$ cat config.mk
export PLATFORM = sky130hd
export DESIGN_NAME = channel_id_pool_and_demux
export DESIGN_NICKNAME = d
export VERILOG_FILES = /design/src/rtl/cipd_pkg.sv /design/src/rtl/cipd_ram.sv /design/src/rtl/channel_id_pool_and_demux.sv
export SDC_FILE = /design/constraint.sdc
export NUM_CORES = 1
export LEC_CHECK = 0
export BUFFER_PORTS_ARGS = -buffer_cell sky130_fd_sc_hd__buf_2
export CORE_UTILIZATION = 45
export CTS_BUF_LIST = sky130_fd_sc_hd__clkbuf_4
export CTS_CLUSTER_SIZE = 10
export DETAILED_ROUTE_END_ITERATION = 8
export GPL_TIMING_DRIVEN = 0
export PLACE_DENSITY = 0.65
export RECOVER_POWER = 100
export SLEW_MARGIN = 20
export SYNTH_ARGS = -nofsm -noshare
export SYNTH_HDL_FRONTEND = slang
export SYNTH_SLANG_ARGS = --single-unit
$ cat constraint.sdc
create_clock -name clk -period 3.88 [get_ports clk]
set_input_delay 0.194 -clock clk [delete_from_list [all_inputs] [get_ports clk]]
set_output_delay 0.194 -clock clk [all_outputs]
set_load 0.02 [all_outputs]
$ cat src/rtl/cipd_pkg.sv
// Package for the channel id pool and demultiplexer.
// Holds sizes, function and result codes and state types; depends on nothing.
`timescale 1ns / 1ps

package cipd_pkg;

  localparam int MAX_CLIENTS = 16;
  localparam int POOL_DEPTH  = 16;
  localparam int LIVE_IDS    = (MAX_CLIENTS > POOL_DEPTH) ? POOL_DEPTH :
                               ((MAX_CLIENTS < 1) ? 1 : MAX_CLIENTS);
  localparam int POOL_AW     = $clog2(POOL_DEPTH);
  localparam int COUNT_W     = POOL_AW + 1;
  localparam int ID_W        = 8;

  localparam logic [2:0] FUNC_BYTE       = 3'd0;
  localparam logic [2:0] FUNC_CONNECT    = 3'd1;
  localparam logic [2:0] FUNC_DISCONNECT = 3'd2;
  localparam logic [2:0] FUNC_UP         = 3'd3;
  localparam logic [2:0] FUNC_DOWN       = 3'd4;

  localparam logic [1:0] KIND_PAYLOAD = 2'd0;
  localparam logic [1:0] KIND_ACCEPT  = 2'd1;
  localparam logic [1:0] KIND_REFUSE  = 2'd2;
  localparam logic [1:0] KIND_SHUT    = 2'd3;

  typedef enum logic [2:0] {
    ST_IDLE,
    ST_FILL,
    ST_CONN,
    ST_SHUT
  } state_t;

  typedef enum logic [1:0] {
    PH_LEN,
    PH_ID_LO,
    PH_ID_HI,
    PH_DATA
  } phase_t;

endpackage

$ cat src/rtl/cipd_ram.sv
// Generic single write port, single read port RAM with a registered read.
// Depends on nothing.
`timescale 1ns / 1ps

module cipd_ram #(
  parameter int WIDTH = 8,
  parameter int DEPTH = 16
) (
  input  logic                     clk,
  input  logic                     we,
  input  logic [$clog2(DEPTH)-1:0] waddr,
  input  logic [WIDTH-1:0]         wdata,
  input  logic [$clog2(DEPTH)-1:0] raddr,
  output logic [WIDTH-1:0]         rdata
);

  logic [WIDTH-1:0] mem [DEPTH];

  always_ff @(posedge clk) begin
    if (we) begin
      mem[waddr] <= wdata;
    end
    rdata <= mem[raddr];
  end

endmodule

$ cat src/rtl/channel_id_pool_and_demux.sv
// Top level of the channel id pool and backend stream demultiplexer.
// Depends on cipd_pkg and cipd_ram.
`timescale 1ns / 1ps

// Usage.
// The input channel (in_valid, in_stall) carries one command per transfer:
// a backend stream byte, a client connect or disconnect, backend up or
// backend down. The output channel (out_valid, out_stall) carries results:
// tagged payload bytes, connect accepted or refused, and shut orders.
// run_last marks the final result of a command.
// A stream byte or a disconnect is taken every cycle while the output
// register can take a transfer; a payload result is loaded into the output register in the cycle after.
// A connect with ids left in the pool moves to ST_CONN, which loads the id read
// from the pool memory as the result and takes no command; an empty pool gives a refuse result.
// Backend up, while the backend is down, writes the ids into the pool memory,
// one per cycle, and takes no command until all LIVE_IDS ids are written.
// Backend down walks the open map one id per cycle up to the highest open id,
// one result per open id; it holds at an open id while the output is stalled.
// Reset clears the open map, the pool pointers and the parser; the pool
// memory contents are left as they are. When the receiver stalls, the
// result is held in the output register and no further command is taken.
module channel_id_pool_and_demux (
  input  logic                  clk,
  input  logic                  rst,
  input  logic                  in_valid,
  output logic                  in_stall,
  input  logic [2:0]            func,
  input  logic [7:0]            stream_byte,
  input  logic [cipd_pkg::ID_W-1:0] leaving_id,
  output logic                  out_valid,
  input  logic                  out_stall,
  output logic [1:0]            kind,
  output logic [cipd_pkg::ID_W-1:0] channel,
  output logic [7:0]            payload,
  output logic                  frame_end,
  output logic                  run_last
);

  import cipd_pkg::*;

  state_t                  state, state_next;
  phase_t                  phase, phase_next;
  logic [POOL_AW-1:0]      head, head_next;
  logic [POOL_AW-1:0]      tail, tail_next;
  logic [COUNT_W-1:0]      count, count_next;
  logic [POOL_DEPTH-1:0]   open_map, open_map_next;
  logic                    alive, alive_next;
  logic [7:0]              bytes_left, bytes_left_next;
  logic [15:0]             frame_channel, frame_channel_next;
  logic [POOL_AW-1:0]      scan_idx, scan_idx_next;

  logic                    out_free;
  logic                    in_accept;
  logic                    out_load;
  logic [1:0]              o_kind;
  logic [ID_W-1:0]         o_channel;
  logic [7:0]              o_payload;
  logic                    o_frame_end;
  logic                    o_run_last;

  logic                    ram_we;
  logic [POOL_AW-1:0]      ram_waddr;
  logic [ID_W-1:0]         ram_wdata;
  logic [ID_W-1:0]         ram_rdata;

  cipd_ram #(
    .WIDTH (ID_W),
    .DEPTH (POOL_DEPTH)
  ) u_pool_ram (
    .clk   (clk),
    .we    (ram_we),
    .waddr (ram_waddr),
    .wdata (ram_wdata),
    .raddr (head),
    .rdata (ram_rdata)
  );

  assign out_free  = !out_valid || !out_stall;
  assign in_stall  = !((state == ST_IDLE) && out_free);
  assign in_accept = in_valid && !in_stall;

  always_comb begin
    logic [POOL_DEPTH-1:0] scan_sel;
    logic [POOL_DEPTH-1:0] map_left;
    logic                  chan_open;
    logic                  leave_open;
    logic                  id_ok;

    scan_sel   = POOL_DEPTH'(1) << scan_idx;
    map_left   = open_map & ~scan_sel;
    chan_open  = (frame_channel != 16'd0) && (frame_channel <= 16'(LIVE_IDS)) &&
                 open_map[POOL_AW'(frame_channel - 16'd1)];
    leave_open = (leaving_id != '0) && (leaving_id <= ID_W'(LIVE_IDS)) &&
                 open_map[POOL_AW'(leaving_id - ID_W'(1))];
    id_ok      = (ram_rdata != '0) && (ram_rdata <= ID_W'(LIVE_IDS));

    state_next         = state;
    phase_next         = phase;
    head_next          = head;
    tail_next          = tail;
    count_next         = count;
    open_map_next      = open_map;
    alive_next         = alive;
    bytes_left_next    = bytes_left;
    frame_channel_next = frame_channel;
    scan_idx_next      = scan_idx;

    out_load    = 1'b0;
    o_kind      = KIND_PAYLOAD;
    o_channel   = '0;
    o_payload   = '0;
    o_frame_end = 1'b0;
    o_run_last  = 1'b1;

    ram_we    = 1'b0;
    ram_waddr = tail;
    ram_wdata = leaving_id;

    case (state)
      ST_IDLE: begin
        if (in_accept) begin
          case (func)
            FUNC_BYTE: begin
              if (alive) begin
                case (phase)
                  PH_LEN: begin
                    bytes_left_next = stream_byte;
                    phase_next      = PH_ID_LO;
                  end
                  PH_ID_LO: begin
                    frame_channel_next = {8'd0, stream_byte};
                    phase_next         = PH_ID_HI;
                  end
                  PH_ID_HI: begin
                    frame_channel_next = {stream_byte, frame_channel[7:0]};
                    phase_next         = (bytes_left == 8'd0) ? PH_LEN : PH_DATA;
                  end
                  default: begin
                    if (chan_open) begin
                      out_load    = 1'b1;
                      o_kind      = KIND_PAYLOAD;
                      o_channel   = frame_channel[ID_W-1:0];
                      o_payload   = stream_byte;
                      o_frame_end = (bytes_left == 8'd1);
                    end
                    bytes_left_next = bytes_left - 8'd1;
                    if (bytes_left == 8'd1) begin
                      phase_next = PH_LEN;
                    end
                  end
                endcase
              end
            end
            FUNC_CONNECT: begin
              if (count != '0) begin
                state_next = ST_CONN;
              end else begin
                out_load = 1'b1;
                o_kind   = KIND_REFUSE;
              end
            end
            FUNC_DISCONNECT: begin
              if (alive && leave_open) begin
                open_map_next[POOL_AW'(leaving_id - ID_W'(1))] = 1'b0;
                if (count < COUNT_W'(POOL_DEPTH)) begin
                  ram_we     = 1'b1;
                  tail_next  = tail + POOL_AW'(1);
                  count_next = count + COUNT_W'(1);
                end
              end
            end
            FUNC_UP: begin
              if (!alive) begin
                alive_next    = 1'b1;
                head_next     = '0;
                tail_next     = '0;
                count_next    = '0;
                scan_idx_next = '0;
                state_next    = ST_FILL;
              end
            end
            FUNC_DOWN: begin
              alive_next         = 1'b0;
              head_next          = '0;
              tail_next          = '0;
              count_next         = '0;
              phase_next         = PH_LEN;
              bytes_left_next    = '0;
              frame_channel_next = '0;
              scan_idx_next      = '0;
              if (open_map != '0) begin
                state_next = ST_SHUT;
              end
            end
            default: begin
            end
          endcase
        end
      end
      ST_FILL: begin
        ram_we        = 1'b1;
        ram_waddr     = scan_idx;
        ram_wdata     = ID_W'(scan_idx) + ID_W'(1);
        tail_next     = scan_idx + POOL_AW'(1);
        count_next    = COUNT_W'(scan_idx) + COUNT_W'(1);
        scan_idx_next = scan_idx + POOL_AW'(1);
        if (scan_idx == POOL_AW'(LIVE_IDS - 1)) begin
          state_next = ST_IDLE;
        end
      end
      ST_CONN: begin
        if (out_free) begin
          out_load   = 1'b1;
          o_kind     = KIND_ACCEPT;
          o_channel  = ram_rdata;
          head_next  = head + POOL_AW'(1);
          count_next = count - COUNT_W'(1);
          if (id_ok) begin
            open_map_next[POOL_AW'(ram_rdata - ID_W'(1))] = 1'b1;
          end
          state_next = ST_IDLE;
        end
      end
      ST_SHUT: begin
        if (open_map[scan_idx]) begin
          if (out_free) begin
            out_load      = 1'b1;
            o_kind        = KIND_SHUT;
            o_channel     = ID_W'(scan_idx) + ID_W'(1);
            o_run_last    = (map_left == '0);
            open_map_next = map_left;
            scan_idx_next = scan_idx + POOL_AW'(1);
            if (map_left == '0) begin
              state_next = ST_IDLE;
            end
          end
        end else begin
          scan_idx_next = scan_idx + POOL_AW'(1);
        end
      end
      default: begin
        state_next = ST_IDLE;
      end
    endcase
  end

  always_ff @(posedge clk) begin
    if (rst) begin
      state         <= ST_IDLE;
      phase         <= PH_LEN;
      head          <= '0;
      tail          <= '0;
      count         <= '0;
      open_map      <= '0;
      alive         <= 1'b0;
      bytes_left    <= '0;
      frame_channel <= '0;
      scan_idx      <= '0;
      out_valid     <= 1'b0;
    end else begin
      state         <= state_next;
      phase         <= phase_next;
      head          <= head_next;
      tail          <= tail_next;
      count         <= count_next;
      open_map      <= open_map_next;
      alive         <= alive_next;
      bytes_left    <= bytes_left_next;
      frame_channel <= frame_channel_next;
      scan_idx      <= scan_idx_next;
      if (out_load) begin
        out_valid <= 1'b1;
      end else if (!out_stall) begin
        out_valid <= 1'b0;
      end
    end
  end

  always_ff @(posedge clk) begin
    if (out_load) begin
      kind      <= o_kind;
      channel   <= o_channel;
      payload   <= o_payload;
      frame_end <= o_frame_end;
      run_last  <= o_run_last;
    end
  end

endmodule

## Word-level counts from Yosys, hierarchy flattened

Memory sizes are Yosys's and may differ from the RTL's. A register that Yosys moved wholly into a read port is not among the register bits.
Cells that the tools add are included.

- Equality and inequality tests: 36
- Order comparisons: 10
- Shifts and indexed selects: 1
- Add/subtract/negate cells: 11
- Mux-type cells: 97
- Reductions and logical operators: 46
- Bitwise gates (word level): 10

Operators by type and width:

| operator | count |
|---|---|
| 2-to-1 mux 16 bit | 8 |
| 2-to-1 mux 8 bit | 8 |
| one-hot mux 16 bit (2 select lines) | 2 |
| one-hot mux 16 bit (3 select lines) | 1 |
| 2-to-1 mux 4 bit | 9 |
| 2-to-1 mux 5 bit | 7 |
| bitwise AND 16 bit | 2 |
| inverter 16 bit | 2 |
| one-hot mux 8 bit (2 select lines) | 2 |
| nonzero test 16 bit | 2 |
| one-hot mux 5 bit (3 select lines) | 2 |
| 2-to-1 mux 3 bit | 9 |
| AND reduction 5 bit | 5 |
| one-hot mux 4 bit (2 select lines) | 3 |
| one-hot mux 4 bit (3 select lines) | 2 |
| one-hot mux 8 bit (3 select lines) | 1 |
| != test 2 bit (second input constant) | 11 |
| 2-to-1 mux 1 bit | 21 |
| != test 3 bit (second input constant) | 7 |
| less-than comparator 4 x 5 -> 1 bit (second input constant) | 4 |
| <= comparator 16 x 5 -> 1 bit (second input constant) | 1 |
| <= comparator 8 x 5 -> 1 bit (second input constant) | 2 |
| logical NOT 16 bit | 1 |
| 2-to-1 mux 2 bit | 8 |
| 48 further kinds | 91 |

- Logic and storage cells: 229
- Output and inout bits: 22
- Input bits: 23
- RAM bits: 128
- Memories kept: 1
- Register bits: 84

Memory list:

| name | words | bits a word | rd ports | clocked after memory_dff | write ports | line | source |
|---|---|---|---|---|---|---|---|
| u_pool_ram.mem | 16 | 8 | 1 | 1 | 1 | cipd_ram.sv:17 | `logic [WIDTH-1:0] mem [DEPTH];` |

## Logic depth before layout (Yosys ltp)

- Depth after elaboration: 11
- Gate-level depth with buffers: 11
- Mapped depth without buffers: 9

## By module

Synthesis repeated with hierarchy kept, for this count alone.

- Cell total of the unflattened synthesis: 951
- Area total of the unflattened synthesis: 11199.5 um^2

Modules (own cells, without submodules):

| module | seq. area each (um^2) | area an instance (um^2) | times used | cells an instance |
|---|---|---|---|---|
| channel_id_pool_and_demux | 1861.8 | 6052.1 | 1 | 722 |
| cipd_ram | 4003.8 | 5147.4 | 1 | 229 |

## Worst setup path before layout

No wires, ideal clock.

- Path type: flip-flop to flip-flop
- Start point: register state[1]
- End point: memory u_pool_ram.mem[13][0] (enable)
- Stages on the path, launching flop included: 10
- Arrival: 2.735 ns
- Setup time: 0.383 ns
- Data required time: 3.497 ns
- Period minus slack after synthesis: 3.119 ns
- Path slack: 0.761 ns
- Path buffers: 1
- Cells stage by stage: dfxtp_1 inv_1 ha_1 clkbuf_1 and3_1 o311ai_0 or4_4 nor4_1 a21oi_1 nor3_1

- Word-level cells in the longest chain between the ends: 7
- Elaborated cells between the ends (all ways): 9
- Classes of those cells: eq/ne: 1; mux: 5; reduce/logical: 3

Ends and longest elaborated chain:

| item | line | source |
|---|---|---|
| start: declaration | channel_id_pool_and_demux.sv:41 | `state_t state, state_next;` |
| start signal: assignment | channel_id_pool_and_demux.sv:261 | `state <= state_next;` |
| logical NOT 3 bit | channel_id_pool_and_demux.sv:79, channel_id_pool_and_demux.sv:119 |  |
| logical AND 1 bit | channel_id_pool_and_demux.sv:79 | `assign in_stall = !((state == ST_IDLE) && out_free);` |
| logical AND 1 bit | channel_id_pool_and_demux.sv:80 | `assign in_accept = in_valid && !in_stall;` |
| 2-to-1 mux 1 bit | channel_id_pool_and_demux.sv:121 | `if (in_accept) begin` |
| one-hot mux 1 bit (2 select lines) | channel_id_pool_and_demux.sv:119 | `case (state)` |
| 2-to-1 mux 1 bit | cipd_ram.sv:20 | `if (we) begin` |
| 2-to-1 mux 1 bit (not written as such) | cipd_ram.sv:21 | `mem[waddr] <= wdata;` |
| end: declaration | cipd_ram.sv:17 |  |

Parallel ways exist; a longest one is shown, timed or not.

## Worst setup path after layout

- Start point: register state[0]
- End point: memory u_pool_ram.mem[12][7] (enable)

The elaborated chain is that of the path after synthesis.

==> results_tabular.tex <==
\begin{tabular}{lr}
\hline
Metric & Value \\
\hline
\multicolumn{2}{l}{\textbf{Logic synthesis}} \\
\quad Prevailing post-synth register cell & edfxtp\_1 \\
\quad Avg Synthesized Cell Area & 12.0 um\^{}2 \\
\quad Async set or reset register ratio after synthesis & 0 \\
\quad \#FFs+latches synth & 219 \\
\quad Synthesized netlist cell count & 898 \\
\quad Synth Warn \# & 0 \\
\quad Nets in the synthesized netlist & 947 \\
\quad Number of distinct standard cells referenced by the synthesized netlist & 70 \\
\quad Mapped cell area & 10800 um\^{}2 \\
\quad Number of synthesized flops with an enable pin & 148 \\
\quad Sequential element share of the synthesized area & 0.544 \\
\multicolumn{2}{l}{\textbf{Run}} \\
\quad Max-capacitance violation count & 0 \\
\multicolumn{2}{l}{\textbf{GRT}} \\
\quad Pin count of the biggest net entering global routing & 21 \\
\quad Overflow left after global routing & 0 \\
\quad Number of global-route vias before repair & 7688 \\
\quad Global-route wire length before repair & 43800 um \\
\quad Overall routing resource usage & 0.238 \\
\quad Number of antenna violations at the first check in global routing & 1 \\
\multicolumn{2}{l}{\textbf{Die}} \\
\quad Area of the die & 24600 um\^{}2 \\
\quad Starting Density & 0.459 \\
\quad Row count & 56 \\
\quad Ports & 45 \\
\quad Vertical extent of the die & 157 um \\
\quad Core ar. & 23500 um\^{}2 \\
\quad Die extent in x & 157 um \\
\multicolumn{2}{l}{\textbf{Pwr}} \\
\quad Total power & 5.63 mW \\
\quad Switching power share of the total & 0.274 \\
\quad Worst IR drop on VDD & 0.385 mV \\
\quad Fraction of power consumed by sequential logic & 0.466 \\
\quad Cell leakage power & 4.21 nW \\
\quad Total power per unit cell area & 455 nW/um\^{}2 \\
\quad Internal power summed over all cells & 4.08 mW \\
\quad Part of the total power dissipated in the clock network & 0.394 \\
\quad Fraction of power consumed by combinational cells & 0.140 \\
\quad Net switching power & 1.54 mW \\
\multicolumn{2}{l}{\textbf{Detailed routing}} \\
\quad WL final & 28400 um \\
\quad Number of DRC markers in iteration 0 & 715 \\
\quad Final routed DRC violation total & 0 \\
\quad Drt first pass iters & 5 \\
\quad Vias per std cell & 5.89 \\
\quad Post-detailed-route wirelength per cell & 20.6 um \\
\quad Number of nets with antenna violations after detailed routing & 0 \\
\quad Vias after detailed routing & 8137 \\
\multicolumn{2}{l}{\textbf{STA}} \\
\quad Final Slew Violations & 0 \\
\quad Worst hold margin & 0.0536 ns \\
\quad Tightest Pin Transition & 1.02 ns \\
\quad Count of endpoints failing hold in the final timing report & 0 \\
\quad Final worst path period share & 0.992 \\
\quad Post-route clock skew & 0.0305 ns \\
\quad Max-slew headroom at the worst pin & 0.315 \\
\quad Endpoints failing setup & 0 \\
\quad Total Negative Setup Slacks & 0 ns \\
\quad Unrepaired setup endpoints after global routing & true \\
\quad Crit path time final & 3.85 ns \\
\quad Maximum clock rate & 260 MHz \\
\multicolumn{2}{l}{\textbf{Setup path}} \\
\quad Crit path launch type & register \\
\quad CP Data Arrival Time & 4.16 ns \\
\quad Endpoint required time on the critical path & 4.19 ns \\
\quad Register-to-Register Path Depth & 9 \\
\quad Nature of the critical path endpoint & register \\
\quad Maximum fanout along the worst path & 10 \\
\quad WS Path Type & register to register \\
\multicolumn{2}{l}{\textbf{CTS}} \\
\quad Number of resized instances in the post-cts repair step & 0 \\
\quad TritonCTS Sinks & 219 \\
\quad Number of buffers inserted by post-CTS setup repair & 0 \\
\quad Deepest level of the CTS H-tree & 2 \\
\quad Master cell of the clock root buffer & clkbuf\_4 \\
\quad Clock transition time at the flip-flop clock pins of the worst setup and hold paths & 0.08 ns \\
\quad Clk Latency, worst-skew pair & 0.71 ns \\
\quad CTS buffer count & 57 \\
\quad CTS max path bufs & 3 \\
\quad CTS tree & built \\
\multicolumn{2}{l}{\textbf{Finish}} \\
\quad Share of layout cells above drive strength 1 & 0.179 \\
\quad Area added between synthesis and finish & 14.8\% \\
\quad Total area of multi-input combinational cells & 4670 um\^{}2 \\
\quad \# fillers & 2074 \\
\quad Commonest non-fill, non-tap cells in the layout & 148 x edfxtp\_1, 101 x nand2\_1, 79 x clkbuf\_4 \\
\quad Footprint of the flip-flops and latches & 5870 um\^{}2 \\
\quad Post-layout nets & 1061 \\
\quad Final instance count without filler cells & 1381 \\
\quad Finished Core Util & 0.528 \\
\quad Most common cell after layout, fill and taps aside & edfxtp\_1 \\
\multicolumn{2}{l}{\textbf{Place}} \\
\quad Final estimated routing congestion in global placement & 0.965 \\
\quad Count of input and output buffers & 40 \\
\quad Dpl hpwl & 19800 um \\
\quad Number of placed instances, taps included & 1261 \\
\multicolumn{2}{l}{\textbf{Worst hold path}} \\
\quad Hold Path Cell Cnt & 3 \\
\quad Class of the worst hold path & input port to register \\
\multicolumn{2}{l}{\textbf{Status}} \\
\quad Status & completed \\
\hline
\end{tabular}
through the flow:
stage          setup slack [ns]  instance area (um^2)
6_report                 0.0330                 12400
5_1_grt                  -0.161                 12400
4_1_cts                  0.0978                 12400
3_5_place_dp            -0.0328                 11500
3_3_place_gp             -0.306                 11400
2_1_floorplan             0.761                 10800
power groups by stage:
stage / sequential, mW / combinational (mW) / clock, mW
after floorplan: 2.69 / 0.512 / 0
after global placement: 2.68 / 0.765 / 0
after detailed placement: 2.67 / 0.777 / 0
after CTS: 2.62 / 0.787 / 2.27
after global routing: 2.63 / 0.850 / 2.39
final: 2.63 / 0.787 / 2.22
per-layer routing:
layer | routed length (um) | share of wire | global-route usage
met1 | 12000 | 0.42 | 0.313
met2 | 13700 | 0.48 | 0.391
met3 | 1780 | 0.063 | 0.0374
met4 | 926 | 0.033 | 0.102
met5 | 0 | 0 | 0
path summary, 6_finish.rpt:
check	start	end	slack [ns]
max	state[0]	u_pool_ram.mem[12][7]	0.03
min	leaving_id[4]	u_pool_ram.mem[3][4]	0.05
max reg2reg	state[0]	u_pool_ram.mem[12][7]	0.03
min reg2reg	frame_channel[8]	frame_channel[8]	0.46
cell families (layout without fill, tap and decap cells):
| family | after synthesis | after routing | share of synthesized area |
|---|---|---|---|
| buf+inv | 79 | 242 | 0.0292 |
| simple gates | 311 | 311 | 0.144 |
| fa+ha+maj | 26 | 26 | 0.0302 |
| flops | 219 | 219 | 0.544 |
| mux | 68 | 68 | 0.125 |
| xor+xnor | 15 | 15 | 0.0122 |
| compound gates | 180 | 180 | 0.115 |
| other cells | 0 | 1 | 0 |
synth_stat cells (all sizes together) (13+ instances only):
cell / instances / area share
a21oi: 52 / 0.024
clkbuf: 34 / 0.012
a31oi: 13 / 0.0075
nor2: 49 / 0.017
nor3: 25 / 0.012
mux4: 52 / 0.11
and2: 15 / 0.0087
edfxtp: 148 / 0.41
inv: 32 / 0.011
and3: 14 / 0.0081
nand2: 102 / 0.036
dfxtp: 71 / 0.13
o21ai: 34 / 0.016
nor2b: 13 / 0.0075
nand3: 40 / 0.019
ha: 26 / 0.030
mux2i: 13 / 0.012
worst max-delay path, stage by stage (launching register included):
cell      delay [ns]
dfxtp_1         0.37
inv_1           0.10
ha_1            0.15
clkbuf_1        0.48
and3_1          0.35
o311ai_0        0.15
or4_4           0.50
nor4_1          0.20
a21oi_1         0.26
nor3_2          0.89
layout make-up:
cell class                 instances  area share
inverter                          33      0.0100
sequential                       219       0.474
tap                              319      0.0322
timing repair buffer              55      0.0254
antenna                            1    0.000202
clock inverter                    29      0.0183
multi-input combinational        600       0.377
buffer                            46      0.0155
clock buffer                      79      0.0479
sequential cells by signal, summed over array words and instances (netlist names), 5 cells and up:
register	flops
frame_channel	16
channel	8
open_map	16
payload	8
bytes_left	8
u_pool_ram.mem	128
u_pool_ram.rdata	8
count	5
what timing repair did:
item,4_1_cts,5_1_grt
endpoints found under the setup margin,0,61
endpoints found under the hold margin,34,0
hold buffers,11,0
No activity file was read; power rests on OpenSTA's default activity.
